==> config.mk <==
export PLATFORM = sky130hd
export DESIGN_NAME = lru_miss_tracker
export DESIGN_NICKNAME = d
export VERILOG_FILES = /design/src/sv/lmt_pkg.sv /design/src/sv/lmt_cell.sv /design/src/sv/lru_miss_tracker.sv
export SDC_FILE = /design/constraint.sdc
export NUM_CORES = 1
export LEC_CHECK = 0
export ABC_AREA = 1
export BUFFER_PORTS_ARGS = -buffer_cell sky130_fd_sc_hd__buf_4
export CAP_MARGIN = 20
export CORE_MARGIN = 4
export CORE_UTILIZATION = 48
export DETAILED_ROUTE_END_ITERATION = 10
export GPL_ROUTABILITY_DRIVEN = 0
export PLACE_DENSITY = 0.73
export SYNTH_ARGS = -nofsm -noshare
export SYNTH_HDL_FRONTEND = slang
export SYNTH_SLANG_ARGS = --single-unit
==> constraint.sdc <==
create_clock -name clock -period 4.3 [get_ports clock]
set_input_delay 0.645 -clock clock [delete_from_list [all_inputs] [get_ports clock]]
set_output_delay 0.645 -clock clock [all_outputs]
set_load 0.005 [all_outputs]
==> src/sv/lmt_pkg.sv <==
// Shared constants and types for the LRU miss tracker.
// Used by lmt_cell and the lru_miss_tracker top level; depends on nothing.
package lmt_pkg;

   // number of slot cells in the recency chain
   localparam int WAYS      = 16;
   // width of a page identifier
   localparam int PAGE_BITS = 16;
   // width of the capacity register
   localparam int CAP_W     = 5;
   // width of the miss counter
   localparam int CNT_W     = 32;
   // reset value of the capacity register
   localparam int CAP_RESET = 16;

   // slot index and fill count widths follow from the number of slots
   localparam int IDX_W  = (WAYS > 1) ? $clog2(WAYS) : 1;
   localparam int FILL_W = $clog2(WAYS + 1);

   typedef logic [PAGE_BITS-1:0] page_type;
   typedef logic [IDX_W-1:0]     idx_type;
   typedef logic [FILL_W-1:0]    fill_type;
   typedef logic [CAP_W-1:0]     cap_type;
   typedef logic [CNT_W-1:0]     cnt_type;

   // broadcast from the control logic to every cell
   typedef struct packed {
      logic     step;      // a word is accepted this cycle
      logic     hit;       // the word matched a resident page
      logic     evict;     // the oldest page leaves the chain
      idx_type  wr_idx;    // slot that takes the new page
      fill_type fill;      // resident pages before this word
      page_type new_page;  // page carried by the accepted word
   } cell_ctrl_type;

endpackage

==> src/sv/lmt_cell.sv <==
// One slot cell of the recency chain: holds one page, compares it with the
// incoming page and shifts in its younger neighbor. Depends on lmt_pkg.
module lmt_cell (
   input  logic                   clock,
   input  lmt_pkg::cell_ctrl_type ctrl,
   input  lmt_pkg::idx_type       cell_idx,
   input  logic                   prefix_in,
   input  lmt_pkg::page_type      upper_page,
   output logic                   prefix_out,
   output logic                   match,
   output lmt_pkg::page_type      page_out
);
   import lmt_pkg::*;

   page_type page_ff;
   page_type page_in;
   logic     occupied;
   logic     shift;
   logic     load;

   // compare against the incoming page only while this slot is resident
   assign occupied   = {{(FILL_W - IDX_W){1'b0}}, cell_idx} < ctrl.fill;
   assign match      = occupied && (page_ff == ctrl.new_page);
   assign prefix_out = prefix_in | match;

   // on a hit, close the gap above the hit slot; on an eviction, shift all
   assign shift = ctrl.hit ? prefix_out : ctrl.evict;
   assign load  = (cell_idx == ctrl.wr_idx);

   // pick the next page: the new word wins, then the neighbor, else hold
   always_comb begin
      page_in = page_ff;
      if (ctrl.step) begin
         if (load) begin
            page_in = ctrl.new_page;
         end else if (shift) begin
            page_in = upper_page;
         end
      end
   end

   always_ff @(posedge clock) begin
      page_ff <= page_in;
   end

   assign page_out = page_ff;

endmodule

==> src/sv/lru_miss_tracker.sv <==
// Top level of the LRU miss tracker: capacity register, fill and miss counters,
// result register and the row of lmt_cell slots. Depends on lmt_pkg, lmt_cell.
//
// Usage:
//   req_valid/req_ready carry one page identifier per word (req_page_id).
//   rsp_valid/rsp_ready return one word per request: rsp_hit, rsp_evicted_valid,
//   rsp_evicted_page (zero when nothing was evicted) and rsp_miss_count, the
//   saturating reload total after this access.
//   csr_valid/csr_ready write the capacity (csr_wdata, 0 acts as 1, values
//   above the slot count act as the slot count). csr_ready is always high;
//   write it only while no request is in flight.
// Result: registered; a request accepted in one cycle shows its result word in the next.
// Throughput: one request per cycle while rsp_ready drains the result. All
//   slots compare the page in parallel and shift their neighbor in the same
//   cycle, so the single update of the slot row per cycle sets the rate.
// Stall: the result sits in a one-word output register; req_ready is high
//   while that register is empty or being drained in the same cycle.
// Reset: no pages resident, miss count zero, capacity 16, no result pending.
//   No clearing pass; the block accepts requests right after reset.
module lru_miss_tracker (
   input  logic                  clock,
   input  logic                  reset,
   input  logic                  req_valid,
   output logic                  req_ready,
   input  lmt_pkg::page_type     req_page_id,
   output logic                  rsp_valid,
   input  logic                  rsp_ready,
   output logic                  rsp_hit,
   output logic                  rsp_evicted_valid,
   output lmt_pkg::page_type     rsp_evicted_page,
   output lmt_pkg::cnt_type      rsp_miss_count,
   input  logic                  csr_valid,
   output logic                  csr_ready,
   input  lmt_pkg::cap_type      csr_wdata
);
   import lmt_pkg::*;

   cap_type       cap_ff;
   cap_type       cap_in;
   fill_type      fill_ff;
   fill_type      fill_in;
   cnt_type       miss_ff;
   cnt_type       miss_in;
   logic          rsp_valid_ff;
   logic          rsp_valid_in;
   logic          rsp_hit_ff;
   logic          rsp_ev_valid_ff;
   page_type      rsp_ev_page_ff;
   page_type      rsp_ev_page_in;
   cnt_type       rsp_miss_ff;

   fill_type      eff_cap;
   logic          accept;
   logic          hit;
   logic          full;
   logic          evict;
   cell_ctrl_type ctrl;

   logic     [WAYS:0]     prefix;
   logic     [WAYS-1:0]   match_vec;
   page_type [WAYS:0]     pages;

   // clamp the capacity into the range the slot row supports
   always_comb begin
      if (cap_ff == '0) begin
         eff_cap = fill_type'(1);
      end else if (32'(cap_ff) > WAYS) begin
         eff_cap = fill_type'(WAYS);
      end else begin
         eff_cap = fill_type'(cap_ff);
      end
   end

   // handshake: take a word while the result register is free or draining
   assign req_ready = !rsp_valid_ff || rsp_ready;
   assign accept    = req_valid && req_ready;
   assign csr_ready = 1'b1;

   // decode hit or eviction from the chain
   assign hit   = prefix[WAYS];
   assign full  = (fill_ff >= eff_cap) && (fill_ff != '0);
   assign evict = !hit && full;

   // broadcast to all cells
   always_comb begin
      ctrl.step     = accept;
      ctrl.hit      = hit;
      ctrl.evict    = evict;
      ctrl.fill     = fill_ff;
      ctrl.new_page = req_page_id;
      if (hit || evict) begin
         ctrl.wr_idx = idx_type'(fill_ff - fill_type'(1));
      end else begin
         ctrl.wr_idx = idx_type'(fill_ff);
      end
   end

   // row of slot cells, oldest page in slot 0
   assign prefix[0]   = 1'b0;
   assign pages[WAYS] = '0;

   for (genvar k = 0; k < WAYS; k++) begin : g_cell
      lmt_cell u_cell (
         .clock      (clock),
         .ctrl       (ctrl),
         .cell_idx   (idx_type'(k)),
         .prefix_in  (prefix[k]),
         .upper_page (pages[k+1]),
         .prefix_out (prefix[k+1]),
         .match      (match_vec[k]),
         .page_out   (pages[k])
      );
   end

   // next values of the counters and the capacity register
   always_comb begin
      cap_in  = cap_ff;
      fill_in = fill_ff;
      miss_in = miss_ff;
      if (csr_valid && csr_ready) begin
         cap_in = csr_wdata;
      end
      if (accept && !hit) begin
         if (miss_ff != '1) begin
            miss_in = miss_ff + cnt_type'(1);
         end
         if (!evict) begin
            fill_in = fill_ff + fill_type'(1);
         end
      end
   end

   // result word
   assign rsp_valid_in   = accept || (rsp_valid_ff && !rsp_ready);
   assign rsp_ev_page_in = evict ? pages[0] : '0;

   always_ff @(posedge clock) begin
      if (reset) begin
         cap_ff       <= cap_type'(CAP_RESET);
         fill_ff      <= '0;
         miss_ff      <= '0;
         rsp_valid_ff <= 1'b0;
      end else begin
         cap_ff       <= cap_in;
         fill_ff      <= fill_in;
         miss_ff      <= miss_in;
         rsp_valid_ff <= rsp_valid_in;
      end
   end

   // load the result payload on accept, hold it otherwise
   always_ff @(posedge clock) begin
      if (accept) begin
         rsp_hit_ff      <= hit;
         rsp_ev_valid_ff <= evict;
         rsp_ev_page_ff  <= rsp_ev_page_in;
         rsp_miss_ff     <= miss_in;
      end
   end

   assign rsp_valid         = rsp_valid_ff;
   assign rsp_hit           = rsp_hit_ff;
   assign rsp_evicted_valid = rsp_ev_valid_ff;
   assign rsp_evicted_page  = rsp_ev_page_ff;
   assign rsp_miss_count    = rsp_miss_ff;

   // resident pages are distinct, so at most one slot matches
   a_single_match: assert property (@(posedge clock) disable iff (reset)
      $onehot0(match_vec))
      else $error("more than one slot matched the page");

   // the fill count never passes the slot count
   a_fill_bound: assert property (@(posedge clock) disable iff (reset)
      32'(fill_ff) <= WAYS)
      else $error("fill count beyond slot count");

   // a hit never reports an eviction
   a_hit_no_evict: assert property (@(posedge clock) disable iff (reset)
      rsp_valid_ff |-> !(rsp_hit_ff && rsp_ev_valid_ff))
      else $error("eviction reported on a hit");

   // a miss that evicts nothing grows residency by one
   a_fill_grow: assert property (@(posedge clock) disable iff (reset)
      (accept && !hit && !evict) |=> (fill_ff == $past(fill_ff) + fill_type'(1)))
      else $error("fill count did not grow on a miss");

   // a hit leaves the miss count unchanged
   a_hit_count: assert property (@(posedge clock) disable iff (reset)
      (accept && hit) |=> (miss_ff == $past(miss_ff)))
      else $error("miss count changed on a hit");

endmodule

==> impl_metrics.py <==
metrics = {
    "drt": {
        "ant_nets": 0,
        "first_pass_iters": 6,
        "drt-vias-per-instance": 5.86,
        "wl_um": 57000,
        "drc": 0,
        "routed-via-count": 16700,
        "drtIter0Drc": 1929,
        "wl_per_cell_um": 20.1,
    },
    "timing": {
        "worst_pin_slew_ns": 0.765,
        "tns_ns": 0,
        "finalSetupViolCount": 0,
        "rsz0062_at_grt": "no",
        "finClkSkew_ns": 0.0224,
        "post-route-period-util": 0.955,
        "fmax_mhz": 244,
        "drv_slew": 0,
        "hold_viol": 0,
        "fin_crit_ns": 4.11,
        "slew_headroom": 0.490,
    },
    "worst_setup_path": {
        "ff2ff_setup_slack_ns": 0.19,
        "path_delay_family": "simple AND/OR/NAND/NOR gates",
        "critPathKind": "flip-flop to flip-flop",
        "crit_chain": "nor2_4, inv_2, nor2_1, nor2_1, nand3_1, nand2_2, nor2_2, nand4_2, nor2_2, nand4_2, nor2_2, nand4_2, nor2_4, buf_4, nand4_1, nand2_4, buf_4, nand2_2, inv_2, nand2_4, a21oi_2, buf_12",
        "end_kind": "flip-flop",
        "critPathArrivalTime_ns": 4.38,
        "max_stage_delay_ns": 0.44,
        "crit_path_top_delay_cell": "dfxtp_1",
        "r2r_end": "g_cell[13].u_cell.page_out[14]$_DFFE_PP_",
        "reg2reg_from": "fill_ff[3]$_SDFFE_PP0P_",
        "critPathMaxFanout": 17,
        "required_ns": 4.57,
        "worstSetupStartpointType": "flip-flop",
        "ff2ff_path_depth": 22,
        "crit_buf_inv": 5,
    },
    "final_layout": {
        "fillers": 3296,
        "fin_util": 0.564,
        "drive_gt1_frac": 0.154,
        "area_delta_synth_final_pct": 14.9,
        "diodes": 0,
        "fin_nets": 2332,
    },
    "synthesis": {
        "syn_nets": 2225,
        "ys.flop_type": "edfxtp_1",
        "avgSynthCellArea_um2": 8.75,
        "netlist-cell-type-count": 48,
        "async_flop_share": 0,
        "ys_seq_elements": 349,
        "seq_area_frac_synth": 0.525,
        "synth-edff-count": 306,
        "synthCells": 2190,
        "netlist_area_mm2": 0.0192,
        "yosys_warnings": 0,
    },
    "power": {
        "switching_share": 0.271,
        "peakVddDrop_v": 0.000241,
        "intPower_w": 0.00614,
        "clock_power_share": 0.387,
        "pwr-share-comb": 0.144,
        "p_switching_w": 0.00228,
        "p_leak_nw": 9.26,
        "power_w": 0.00842,
        "seqPwrFrac": 0.469,
        "power_density_mw_per_mm2": 382,
    },
    "grt": {
        "grt_overflow_total": 0,
        "first_global_vias": 15700,
        "grt.total_usage": 0.255,
        "grt_pass1_wl_um": 88000,
        "antenna_found_initial": 0,
        "grt_max_degree": 55,
    },
    "clock_tree": {
        "cts_buffer_depth": 3,
        "h-tree-depth": 2,
        "clock_latency_ns": 0.57,
        "numCtsBuffers": 39,
        "cts_tree": "yes",
        "root_buffer": "clkbuf_16",
        "clk_pin_slew_ns": 0.06,
        "cts_sinks": 349,
    },
    "floorplanning": {
        "pin_count": 79,
        "rows": 72,
        "core_mm2": 0.0390,
        "initial_core_util": 0.491,
        "die_w_um": 208,
        "die_h_um": 208,
        "die_area_mm2": 0.0432,
    },
    "hold_path": {
        "holdPathStages": 3,
        "holdCritPathClass": "primary input to flip-flop",
        "worstHoldEndpoint": "cap_ff[1]$_SDFFE_PP0P_",
        "hold_start": "csr_wdata[1]",
    },
    "run_status": {
        "status": "finished clean",
    },
    "flow_run": {
        "maxCapViolCount": 0,
    },
    "place": {
        "port-buffer-count": 77,
        "dp_hpwl_um": 41000,
    },
}
logic make-up after synthesis:
kind of cell               share of synthesized area
other                                       0.000196
xor gates and xnor gates                      0.0512
AOI/OAI and AO/OA                             0.0738
buffers and inverters                         0.0690
and+or+nand+nor                                0.275
DFF                                            0.525
adders and majority gates                    0.00588
worst max-delay path by stage:
| stage | start | end | slack (ns) | cells past startpoint |
|---|---|---|---|---|
| 2_1_floorplan | cap_ff[0]$_SDFFE_PP0P_ | g_cell[15].u_cell.page_out[0]$_SDFFCE_PP0P_ | 0.06 | 14 |
| 3_3_place_gp | req_page_id[5] | g_cell[4].u_cell.page_out[12]$_DFFE_PP_ | 0.17 | 20 |
| 3_5_place_dp | req_page_id[5] | g_cell[4].u_cell.page_out[12]$_DFFE_PP_ | 0.05 | 20 |
| 4_1_cts | cap_ff[0]$_SDFFE_PP0P_ | g_cell[4].u_cell.page_out[12]$_DFFE_PP_ | 0.22 | 15 |
| 5_1_grt | fill_ff[3]$_SDFFE_PP0P_ | g_cell[13].u_cell.page_out[8]$_DFFE_PP_ | 0.05 | 22 |
| 6_report | fill_ff[3]$_SDFFE_PP0P_ | g_cell[13].u_cell.page_out[14]$_DFFE_PP_ | 0.19 | 22 |
Yosys cell counts (15+ instances only):
| library cell | number | area share |
|---|---|---|
| a21oi_1 | 43 | 0.011 |
| nand3_1 | 214 | 0.056 |
| inv_1 | 124 | 0.024 |
| nand4_1 | 30 | 0.0098 |
| nor3_1 | 23 | 0.0060 |
| o21ai_0 | 57 | 0.015 |
| xor2_1 | 70 | 0.032 |
| inv_2 | 19 | 0.0037 |
| or2_2 | 22 | 0.0072 |
| o21ai_1 | 67 | 0.018 |
| clkbuf_1 | 20 | 0.0039 |
| buf_2 | 68 | 0.018 |
| nand2_1 | 701 | 0.14 |
| buf_4 | 17 | 0.0067 |
| nor4_1 | 23 | 0.0075 |
| a221oi_1 | 21 | 0.0096 |
| nor2_1 | 131 | 0.026 |
| nand2_2 | 17 | 0.0056 |
| dfxtp_1 | 43 | 0.045 |
| xnor2_1 | 42 | 0.019 |
| edfxtp_1 | 306 | 0.48 |
| buf_6 | 15 | 0.0088 |
| o22ai_1 | 29 | 0.0095 |
layer usage:
| metal | vias up | routed length [um] | part of all wire | global-route usage |
|---|---|---|---|---|
| met5 | - | 0 | 0 | 0 |
| met4 | 0 | 2640 | 0.046 | 0.108 |
| met3 | 177 | 7490 | 0.13 | 0.0682 |
| met2 | 1087 | 25200 | 0.44 | 0.399 |
| met1 | 7804 | 21700 | 0.38 | 0.339 |
| li1 | 7596 | - | - | - |
power groups by stage:
stage               Combinational [W]  Sequential, W  Clock (W)
floorplan                    0.000787        0.00399          0
global placement              0.00115        0.00401          0
detailed placement            0.00117        0.00402          0
CTS                           0.00118        0.00395    0.00329
global route                  0.00130        0.00396    0.00343
finish                        0.00121        0.00395    0.00326
placed cells by master, fill, tap and decap left out, drive strengths merged, types with 9 or more instances in the layout:
cell type    n
nand2      727
edfxtp     306
nand3      217
buf        200
inv        145
nor2       144
o21ai      124
xor2        70
clkbuf      55
a21oi       44
dfxtp       43
xnor2       42
nand4       33
o22ai       29
or2         26
nor4        23
nor3        23
a221oi      21
clkinv      11
a22o         9
ha           9
stage by stage:
step,cells,cell area [um^2],setup WS [ns],hold WS (ns)
global placement,2774,20800,0.173,0.458
global route,2844,22000,0.0479,0.317
CTS,2844,22000,0.217,0.287
finish,2844,22000,0.194,0.306
detailed placement,2774,20800,0.0492,0.486
floorplan,2190,19200,0.0641,0.439
tightest hold or removal path, stage by stage:
cell,delay [ns]
buf_4,0.08
nor2_1,0.04
nor2_1,0.08
state kept, by name (all words and copies together), names as in the netlist:
| register | count |
|---|---|
| rsp_valid | 1 |
| miss_ff | 32 |
| rsp_miss_count | 32 |
| g_cell.u_cell.page_out | 256 |
| rsp_evicted_page | 16 |
| rsp_hit | 1 |
| cap_ff | 5 |
| fill_ff | 5 |
| rsp_evicted_valid | 1 |
cell type report:
class	count	area (um^2)	share of cell area
Sequential cell	349	10000	0.457
Multi-Input combinational cell	1562	7850	0.357
Timing Repair Buffer	200	1680	0.0762
Clock buffer	55	1070	0.0484
Tap cell	518	648	0.0294
Inverter	145	546	0.0248
Clock inverter	15	176	0.00801
what timing repair did:
| item | in CTS | in global routing |
|---|---|---|
| hold buffers | 0 | 0 |
| setup endpoints to repair | 0 | 22 |
| buffers inserted | 0 | 0 |
| resized for setup | 0 | 2 |
Power figures use the tool's default switching activity.
